$ cat config.mk
export PLATFORM = sky130hd
export DESIGN_NAME = key_click_double_long_detector_core
export DESIGN_NICKNAME = d
export VERILOG_FILES = /design/src/hdl/kcdl_pkg.sv /design/src/hdl/key_click_double_long_detector_core.sv
export SDC_FILE = /design/constraint.sdc
export NUM_CORES = 1
export LEC_CHECK = 0
export BUFFER_PORTS_ARGS = -buffer_cell sky130_fd_sc_hd__buf_2
export CORE_MARGIN = 2
export CORE_UTILIZATION = 48
export DETAILED_ROUTE_END_ITERATION = 8
export PLACE_DENSITY = 0.8
export SLEW_MARGIN = 20
export SYNTH_ARGS = -nofsm -noshare
export SYNTH_HDL_FRONTEND = slang
export SYNTH_SLANG_ARGS = --single-unit
$ cat constraint.sdc
create_clock -name clk -period 3 [get_ports clk]
set_input_delay 0.6 -clock clk [delete_from_list [all_inputs] [get_ports clk]]
set_output_delay 0.6 -clock clk [all_outputs]
set_load 0.05 [all_outputs]
$ cat src/hdl/kcdl_pkg.sv
// Shared types and constants for the key click / double / long-press detector.
package kcdl_pkg;

  localparam int TIMER_WIDTH = 16;
  localparam int CFG_WIDTH   = 16;
  localparam int CMP_WIDTH   = (TIMER_WIDTH > CFG_WIDTH) ? TIMER_WIDTH : CFG_WIDTH;
  localparam int IDX_WIDTH   = 2;

  typedef logic [TIMER_WIDTH-1:0] timer_t;
  typedef logic [CFG_WIDTH-1:0]   cfg_word_t;
  typedef logic [CMP_WIDTH-1:0]   cmp_t;

  typedef enum logic [1:0] {
    PH_UP             = 2'd0,
    PH_PRESS_BOUNCE   = 2'd1,
    PH_DOWN           = 2'd2,
    PH_RELEASE_BOUNCE = 2'd3
  } phase_t;

  typedef enum logic [1:0] {
    EV_NONE   = 2'd0,
    EV_SINGLE = 2'd1,
    EV_DOUBLE = 2'd2,
    EV_LONG   = 2'd3
  } event_t;

  localparam logic [IDX_WIDTH-1:0] REG_SCAN_PERIOD = 2'd0;
  localparam logic [IDX_WIDTH-1:0] REG_LONG_PRESS  = 2'd1;
  localparam logic [IDX_WIDTH-1:0] REG_DOUBLE_GAP  = 2'd2;

  localparam cfg_word_t SCAN_PERIOD_RESET = 16'd10;
  localparam cfg_word_t LONG_PRESS_RESET  = 16'd2000;
  localparam cfg_word_t DOUBLE_GAP_RESET  = 16'd200;

  localparam timer_t TIMER_MAX = {TIMER_WIDTH{1'b1}};

  function automatic timer_t sat_inc(input timer_t v);
    sat_inc = (v == TIMER_MAX) ? TIMER_MAX : v + timer_t'(1);
  endfunction

endpackage

$ cat src/hdl/key_click_double_long_detector_core.sv
// Key click, double-click and long-press detector, top level.
//
//  channel | dir | handshake          | payload
//  s_*     | in  | s_tvalid/s_tready  | s_tdata[0] key_level
//  m_*     | out | m_tvalid/m_tready  | m_tdata[1:0] key_event
//  cfg_*   | in  | cfg_we             | cfg_index, cfg_data
//
// One tick item per cycle; each accepted item gives one event item.
// Timers, phase, pending click and the output register all update at the
// accepting edge; the event item is offered from the next cycle on.
// The input side stays ready while the output register is empty or drained
// in the same cycle. rst is synchronous and clears all control state.
module key_click_double_long_detector_core
  import kcdl_pkg::*;
(
  input  logic                 clk,
  input  logic                 rst,
  input  logic                 s_tvalid,
  output logic                 s_tready,
  input  logic [7:0]           s_tdata,   // [0] key_level, [7:1] zero
  output logic                 m_tvalid,
  input  logic                 m_tready,
  output logic [7:0]           m_tdata,   // [1:0] key_event, [7:2] zero
  input  logic                 cfg_we,
  input  logic [IDX_WIDTH-1:0] cfg_index,
  input  logic [CFG_WIDTH-1:0] cfg_data
);

  cfg_word_t scan_period;
  cfg_word_t long_press_ticks;
  cfg_word_t double_gap_ticks;

  phase_t key_phase, key_phase_next;
  timer_t scan_count, scan_count_next;
  timer_t hold_count, hold_count_next;
  timer_t gap_count, gap_count_next;
  logic   click_pending, click_pending_next;
  event_t key_event_next;
  logic [1:0] key_event;

  logic   s_fire;
  logic   released;
  timer_t scan_inc, hold_inc, gap_inc;
  logic   scan_run;
  logic   long_hit;
  logic   gap_hit;

  assign s_tready = !m_tvalid || m_tready;
  assign s_fire   = s_tvalid && s_tready;
  assign released = s_tdata[0];

  assign scan_inc = sat_inc(scan_count);
  assign hold_inc = sat_inc(hold_count);
  assign gap_inc  = sat_inc(gap_count);

  assign scan_run = cmp_t'(scan_inc) >= cmp_t'(scan_period);
  assign long_hit = cmp_t'(hold_inc) >= cmp_t'(long_press_ticks);
  assign gap_hit  = cmp_t'(gap_inc) >= cmp_t'(double_gap_ticks);

  always_comb begin
    key_phase_next = key_phase;
    if (scan_run) begin
      unique case (key_phase)
        PH_UP: begin
          if (!released) key_phase_next = PH_PRESS_BOUNCE;
        end
        PH_PRESS_BOUNCE: begin
          key_phase_next = released ? PH_UP : PH_DOWN;
        end
        PH_DOWN: begin
          if (released || long_hit) key_phase_next = PH_RELEASE_BOUNCE;
        end
        PH_RELEASE_BOUNCE: begin
          if (released) key_phase_next = PH_UP;
        end
        default: key_phase_next = PH_UP;
      endcase
    end
  end

  always_comb begin
    key_event_next     = EV_NONE;
    click_pending_next = click_pending;
    scan_count_next    = scan_run ? '0 : scan_inc;
    hold_count_next    = hold_inc;
    gap_count_next     = gap_inc;
    if (scan_run) begin
      unique case (key_phase)
        PH_UP: begin
          if (released && click_pending && gap_hit) begin
            key_event_next     = EV_SINGLE;
            click_pending_next = 1'b0;
          end
        end
        PH_PRESS_BOUNCE: begin
          if (!released) hold_count_next = '0;
        end
        PH_DOWN: begin
          if (!released) begin
            if (long_hit) begin
              key_event_next     = EV_LONG;
              click_pending_next = 1'b0;
            end
          end else if (click_pending) begin
            key_event_next     = EV_DOUBLE;
            click_pending_next = 1'b0;
          end else begin
            click_pending_next = 1'b1;
            gap_count_next     = '0;
          end
        end
        PH_RELEASE_BOUNCE: begin
        end
        default: begin
        end
      endcase
    end
  end

  always_ff @(posedge clk) begin
    if (rst) begin
      scan_period      <= SCAN_PERIOD_RESET;
      long_press_ticks <= LONG_PRESS_RESET;
      double_gap_ticks <= DOUBLE_GAP_RESET;
    end else if (cfg_we) begin
      unique case (cfg_index)
        REG_SCAN_PERIOD: scan_period      <= cfg_data;
        REG_LONG_PRESS:  long_press_ticks <= cfg_data;
        REG_DOUBLE_GAP:  double_gap_ticks <= cfg_data;
        default: begin
        end
      endcase
    end
  end

  always_ff @(posedge clk) begin
    if (rst) begin
      key_phase     <= PH_UP;
      scan_count    <= '0;
      hold_count    <= '0;
      gap_count     <= '0;
      click_pending <= 1'b0;
    end else if (s_fire) begin
      key_phase     <= key_phase_next;
      scan_count    <= scan_count_next;
      hold_count    <= hold_count_next;
      gap_count     <= gap_count_next;
      click_pending <= click_pending_next;
    end
  end

  always_ff @(posedge clk) begin
    if (rst) begin
      m_tvalid <= 1'b0;
    end else if (s_fire) begin
      m_tvalid <= 1'b1;
    end else if (m_tready) begin
      m_tvalid <= 1'b0;
    end
  end

  always_ff @(posedge clk) begin
    if (s_fire) begin
      key_event <= key_event_next;
    end
  end

  assign m_tdata = {6'd0, key_event};

  a_long_ends_down: assert property (@(posedge clk) disable iff (rst)
    s_fire && key_event_next == EV_LONG |=> key_phase == PH_RELEASE_BOUNCE && !click_pending)
    else $error("long press did not leave the down phase with no click pending");

  a_double_clears: assert property (@(posedge clk) disable iff (rst)
    s_fire && key_event_next == EV_DOUBLE |=> !click_pending && m_tvalid)
    else $error("double click left a click pending or no item out");

  a_stall_holds: assert property (@(posedge clk) disable iff (rst)
    !s_fire |=> $stable(scan_count) && $stable(hold_count) && $stable(gap_count))
    else $error("timers moved without an accepted item");

  a_single_from_up: assert property (@(posedge clk) disable iff (rst)
    s_fire && key_event_next == EV_SINGLE |-> key_phase == PH_UP && click_pending)
    else $error("single click outside the up phase or without a pending click");

endmodule

==> Word level (Yosys, flattened, before mapping) <==
Cells that the tools add are included.
{ "word_totals": {"regBits": 102, "out_inout_bits": 10} }
{ "op_classes": {"addsub": 3, "order_cmp": 3, "n_eq_ne": 13, "muxes": 28, "reduce_logical": 15} }
{ "op_table": {"columns": ["cell", "count"], "rows": [
  ["$mux W16", 11],
  ["$add A16 B1 Y16 const B", 3],
  ["$eq A16 B16 Y1 const B", 3],
  ["$ge A16 B16 Y1", 3],
  ["$mux W2", 7],
  ["$reduce_and A5 Y1", 2],
  ["$ne A2 B2 Y1 const B", 4],
  ["$pmux W2 S4", 1],
  ["$mux W1", 7],
  ["$eq A2 B2 Y1 const B", 3],
  ["$reduce_and A2 Y1", 3],
  ["$eq A2 B1 Y1 const B", 2],
  ["$logic_not A2 Y1", 2],
  ["$pmux W2 S2", 1],
  ["$reduce_bool A2 Y1", 2],
  ["$logic_and A1 B1 Y1", 3],
  ["$ne A3 B3 Y1 const B", 1],
  ["$logic_or A1 B1 Y1", 2],
  ["$pmux W1 S2", 1],
  ["$logic_not A1 Y1", 1]
]} }

==> Longest topological paths before layout <==
{ "depth": {"ltp_word": 6, "depth_mapped": 15, "ltp_nobuf": 14} }

==> Worst setup path after synthesis <==
OpenSTA, ideal clock, no wires.
{ "synth_timing": {"path_type": "reg2reg", "start": "register scan_count[6]", "end": "register key_event[1], data pin", "setup_time_ns": 0.264, "arrival_time_ns": 2.979, "t_required_ns": 2.736, "path_slack_ns": -0.244, "stages_incl_launch_ff": 15, "period_less_slack_ns": 3.244, "cell_sequence": "dfxtp_1 > buf_2 > nand4_1 > nor3_1 > nand2_1 > clkbuf_1 > nand2_1 > ha_1 > a21o_1 > a221oi_1 > a21o_1 > a31oi_2 > nor2_2 > buf_2 > nor4_1"} }
{ "synth_via": {"elab_chain_cells": 3, "elab_cells_between_ends": 4, "cone_classes": "add/sub (1); order compare (1); eq/ne (1); mux (1)"} }
{ "synth_rtl": {"columns": ["item", "line_no", "rtl"], "rows": [
  ["start, declared", "key_click_double_long_detector_core.sv:34", "timer_t scan_count, scan_count_next;"],
  ["start signal, assigned", "key_click_double_long_detector_core.sv:145", "scan_count <= scan_count_next;"],
  ["$add A16 B1 Y16 / $eq A16 B16 Y1 (equally long branches)", "kcdl_pkg.sv:38", "sat_inc = (v == TIMER_MAX) ? TIMER_MAX : v + timer_t'(1);"],
  ["$mux W16 (*)", "kcdl_pkg.sv:38", null],
  ["$ge A16 B16 Y1 (*)", "key_click_double_long_detector_core.sv:56", "assign scan_run = cmp_t'(scan_inc) >= cmp_t'(scan_period);"],
  ["end signal, assigned", "key_click_double_long_detector_core.sv:164", "key_event <= key_event_next;"],
  ["end, declared", "key_click_double_long_detector_core.sv:39", "logic [1:0] key_event;"]
]} }
Mark *: on every way between the ends. The rest lies on a longest branch, timed or not.
A chain may end at the register's enable or synchronous reset.

==> Worst setup path in the final report <==
{ "layout_timing": {"start": "register scan_count[0]", "end": "register hold_count[5]"} }
{ "layout_via": {"elab_chain_cells": 4, "elab_cells_between_ends": 5, "cone_classes": "add/sub (1); order compare (1); eq/ne (1); mux (2)"} }
{ "layout_rtl": {"columns": ["item", "line_no", "rtl"], "rows": [
  ["$add A16 B1 Y16 / $eq A16 B16 Y1 (equally long branches)", "kcdl_pkg.sv:38", null],
  ["$mux W16 (*)", "kcdl_pkg.sv:38", null],
  ["$ge A16 B16 Y1 (*)", "key_click_double_long_detector_core.sv:56", null],
  ["$mux W16 (*)", "key_click_double_long_detector_core.sv:87", "if (scan_run) begin"],
  ["end signal, assigned", "key_click_double_long_detector_core.sv:146", "hold_count <= hold_count_next;"],
  ["end, declared", "key_click_double_long_detector_core.sv:35", "timer_t hold_count, hold_count_next;"]
]} }
Marks and branches as above.

==> metrics.md <==
| Metric | Value |
|---|---|
| Run status | complete, but fails checks |
| Failing checks | setup timing |
| FP Rows | 40 |
| Commonest non-fill, non-tap cells in the layout | nand2_1 (170), buf_4 (93), dfxtp_1 (83) |
| Nets | 977 |
| Drt via density | 5.54 |
| Vias in the first global route | 5399 |
| I/O pin total | slightly above 40 |
| Worst Tran Pin Value | 971 ps |
| Largest net degree at the start of global routing | 44 |
| CTS tree | done |
| Hold buffer count at cts | 0 |
| Switching share of power | between 20% and 30% |
| Internal power | roughly 2100 uW |
| Antenna cells | 0 |
| Initial Util | 49.4% |
| RSZ-0062 raised after global routing | true |
| Fin Hold WS | 455 ps |
| Final setup viols | 34 |
| # port buffers | 27 |
| Via count | 5914 |
| Die Y-Extent | 116 um |
| Busiest layer in global routing | met2 |
| Clk sinks | 102 |
| Most common cell after layout, fill and taps aside | nand2_1 |
| Area post-placement | 6870 sq um |
| Initial antenna violation count | 0 |
| Sequential area share after synthesis | 34.4% |
| Drt total wl | around 16000 um |
| P per Cell Area | 362 nW/um^2 |
| Congestion Overflow GR | 0 |
| Met1 Usage GRT | 28.9% |
| Clock power frac | 39.2% |
| Hold Path Class | flop to flop |
| Worst endpoint required time | 3270 ps |
| CP arrival | 3400 ps |
| Critical Path Slowest Stage Cell | or3b_1 |
| CP Cell Sequence | ha_2, and3_1, nand2_2, and2_1, ha_1, or3b_1, o2111ai_1, a31o_2, a31oi_4, buf_6, o211ai_4, clkbuf_16, nand3_2, a21oi_2 |
| WL/cell | around 15 um |
| Clock buffer depth | 2 |
| Switching power | 751 uW |
| Post-synth ARST share | 0% |
| Flop pwr share | 49.7% |
| VDD IR-drop max | around 300 uV |
| Fin crit period | 3130 ps |
| Gate power share | between 10% and 20% |
| CTS buffer count | 9 |
| Fin worst setup slack | -125 ps |
| DPL Wire Length | about 11000 um |
| Family with the most delay on the worst path | simple AND/OR/NAND/NOR gates |
| Post-Syn Instances | 794 |
| Layout cells sized above 1 | between 20 and 30% |
| H-tree levels | 3 |
| RD Place Congestion | around 0.85 |
| Drt pass-1 iters | 6 |
| Setup CP Type | flop to flop |
| Post-Synthesis Cell Area | 5990 sq um |
| CP Launch Type | flop |
| Total GRT Usage | approximately 22% |
| Die Area | about 13000 sq um |
| Tcrit/Tclk final | 104% |
| Max incr delay on CP | ~370 ps |
| DRC | 0 |
| Leakage | 0.00323 uW |
| Placement Setup Slack | -69.9 ps |
| Clock Latency Late Sink | 350 ps |
| Worst path bufs/invs | 2 |
| Root buffer cell | clkbuf_16 |
| Number of flops mapped to enable cells by yosys | 2 |
| FMAX | approximately 320 MHz |
| Post-DRT Antenna Nets | 0 |
| Distinct cells, synth | 62 |
| Maximum fanout along the worst path | 8 |
| Post-synthesis sequential element count | 102 |
| Setup TNS | -2030 ps |
| Ys flop type | dfxtp_1 |
| M3 GR Usage | under 10% |
| Synthesis-to-finish area growth | 30.8% |
| Die width | between 100 and 150 um |
| First-pass GRT wire length | 24100 um |
| Core box area | about 12000 sq um |
| Final slew viol count | 0 |
| Worst Clk Skew | 8.83 ps |
| Crit path capture type | flop |
| Clock slew at reported path FFs | ~70 ps |
| Max-cap violations | 0 |
| Synthesis Warnings | 0 |
| Final instance area | between 7000 and 8000 sq um |
| Avg Inst Size Synth | 7.54 sq um |
| Met2 usage | between 30% and 40% |
| Max-slew headroom | 35.3% |
| Initial drt markers | 423 |
| Final hold vios | 0 |
cells in the mapped netlist (3+ instances only):
cell      instances  area [sq um]
nand2b_1          7          43.8
xnor2_1           8          70.1
nor2_1           37           139
a22oi_1           3          22.5
a21oi_1         107           536
clkbuf_1         26          97.6
and3_1            5          31.3
dfxtp_1         100          2000
and4_1            5          43.8
nor4_1            4          25.0
buf_2             5          25.0
o21a_1            6          45.0
xor2_1           19           166
mux2_2            3          33.8
nand4_1          13          81.3
or2b_1            3          22.5
a211o_1          11          96.3
inv_1            52           195
a31oi_1           4          25.0
a21o_1            6          45.0
ha_1             51           638
nor3_1           11          55.1
nand3_1          65           325
nand2_1         172           646
buf_4             7          52.6
and2_1            6          37.5
o21ai_0           3          15.0
buf_1             6          22.5
mux2i_1           3          30.0
power by group through the flow:
stage,Clock (uW),Sequential (uW),Combinational (uW)
6_report,1110,1410,315
5_1_grt,1180,1410,345
4_1_cts,1120,1410,283
3_5_place_dp,0,1440,280
3_3_place_gp,0,1440,272
2_1_floorplan,0,1440,186
layout make-up:
type                            instances  area (sq um)
Clock buffer                           10           239
Clock inverter                          6          36.3
Fill cell                            1000          4280
Inverter                               53           199
Multi-Input combinational cell        600          4070
Sequential cell                       102          2080
Tap cell                              168           210
Timing Repair Buffer                  129           988
cell families (layout without fill, tap and decap cells):
family          after synthesis  after routing  synth area share, %
simple gates                348            348                 26.8
compound gates              162            162                 16.3
flops                       102            102                 34.4
buf+inv                      97            198                 6.63
fa+ha+maj                    51             51                 10.7
xor+xnor                     27             27                 3.95
mux                           6              6                 1.07
other cells                   1              6               0.0626
registers in the layout (all words and copies together) (netlist names), named ones only:
register          flops
long_press_ticks     16
scan_count           16
key_event             2
scan_period          16
double_gap_ticks     16
hold_count           16
click_pending         1
key_phase             1
gap_count            16
m_tvalid              1
worst register-to-register path, stage by stage (launching register included):
cell and delay [ps]:
dfxtp_2 360, ha_2 210, and3_1 220, nand2_2 110, and2_1 200, ha_1 270, or3b_1 370, o2111ai_1 120
a31o_2 230, a31oi_4 80, buf_6 150, o211ai_4 270, clkbuf_16 220, nand3_2 90, a21oi_2 150
worst paths after layout:
check / startpoint / to / slack [ps] / cells past startpoint
worst max-delay path: scan_count[0]$_SDFFE_PP0P_ / hold_count[5]$_SDFFE_PP0P_ / -130 / 14
worst max register to register: scan_count[0]$_SDFFE_PP0P_ / hold_count[5]$_SDFFE_PP0P_ / -130 / 14
worst min register to register: long_press_ticks[15]$_SDFFE_PP0P_ / long_press_ticks[15]$_SDFFE_PP0P_ / 450 / 2
worst min-delay path: long_press_ticks[15]$_SDFFE_PP0P_ / long_press_ticks[15]$_SDFFE_PP0P_ / 450 / 2
timing repair:
action	CTS	global route
setup buffers	6	9
pin swaps	15	52
endpoints found under the setup margin	50	53
gates resized for setup	12	108
gates cloned	0	2
stage by stage:
step           total power (uW)  util [%]  instances
6_report                   2830      64.6       1068
5_1_grt                    2930      64.6       1068
4_1_cts                    2810      59.8       1058
3_5_place_dp               1720      56.7       1036
3_3_place_gp               1710      56.7       1036
2_1_floorplan              1630         -        799
layer usage:
layer | part of all wire (%) | wire length, um
met2 | 50 | 8170
met4 | 1.7 | 284
met5 | 0 | 0
met1 | 43 | 7000
met3 | 5.2 | 845
Note: power is estimated with default switching activity, not from simulation.
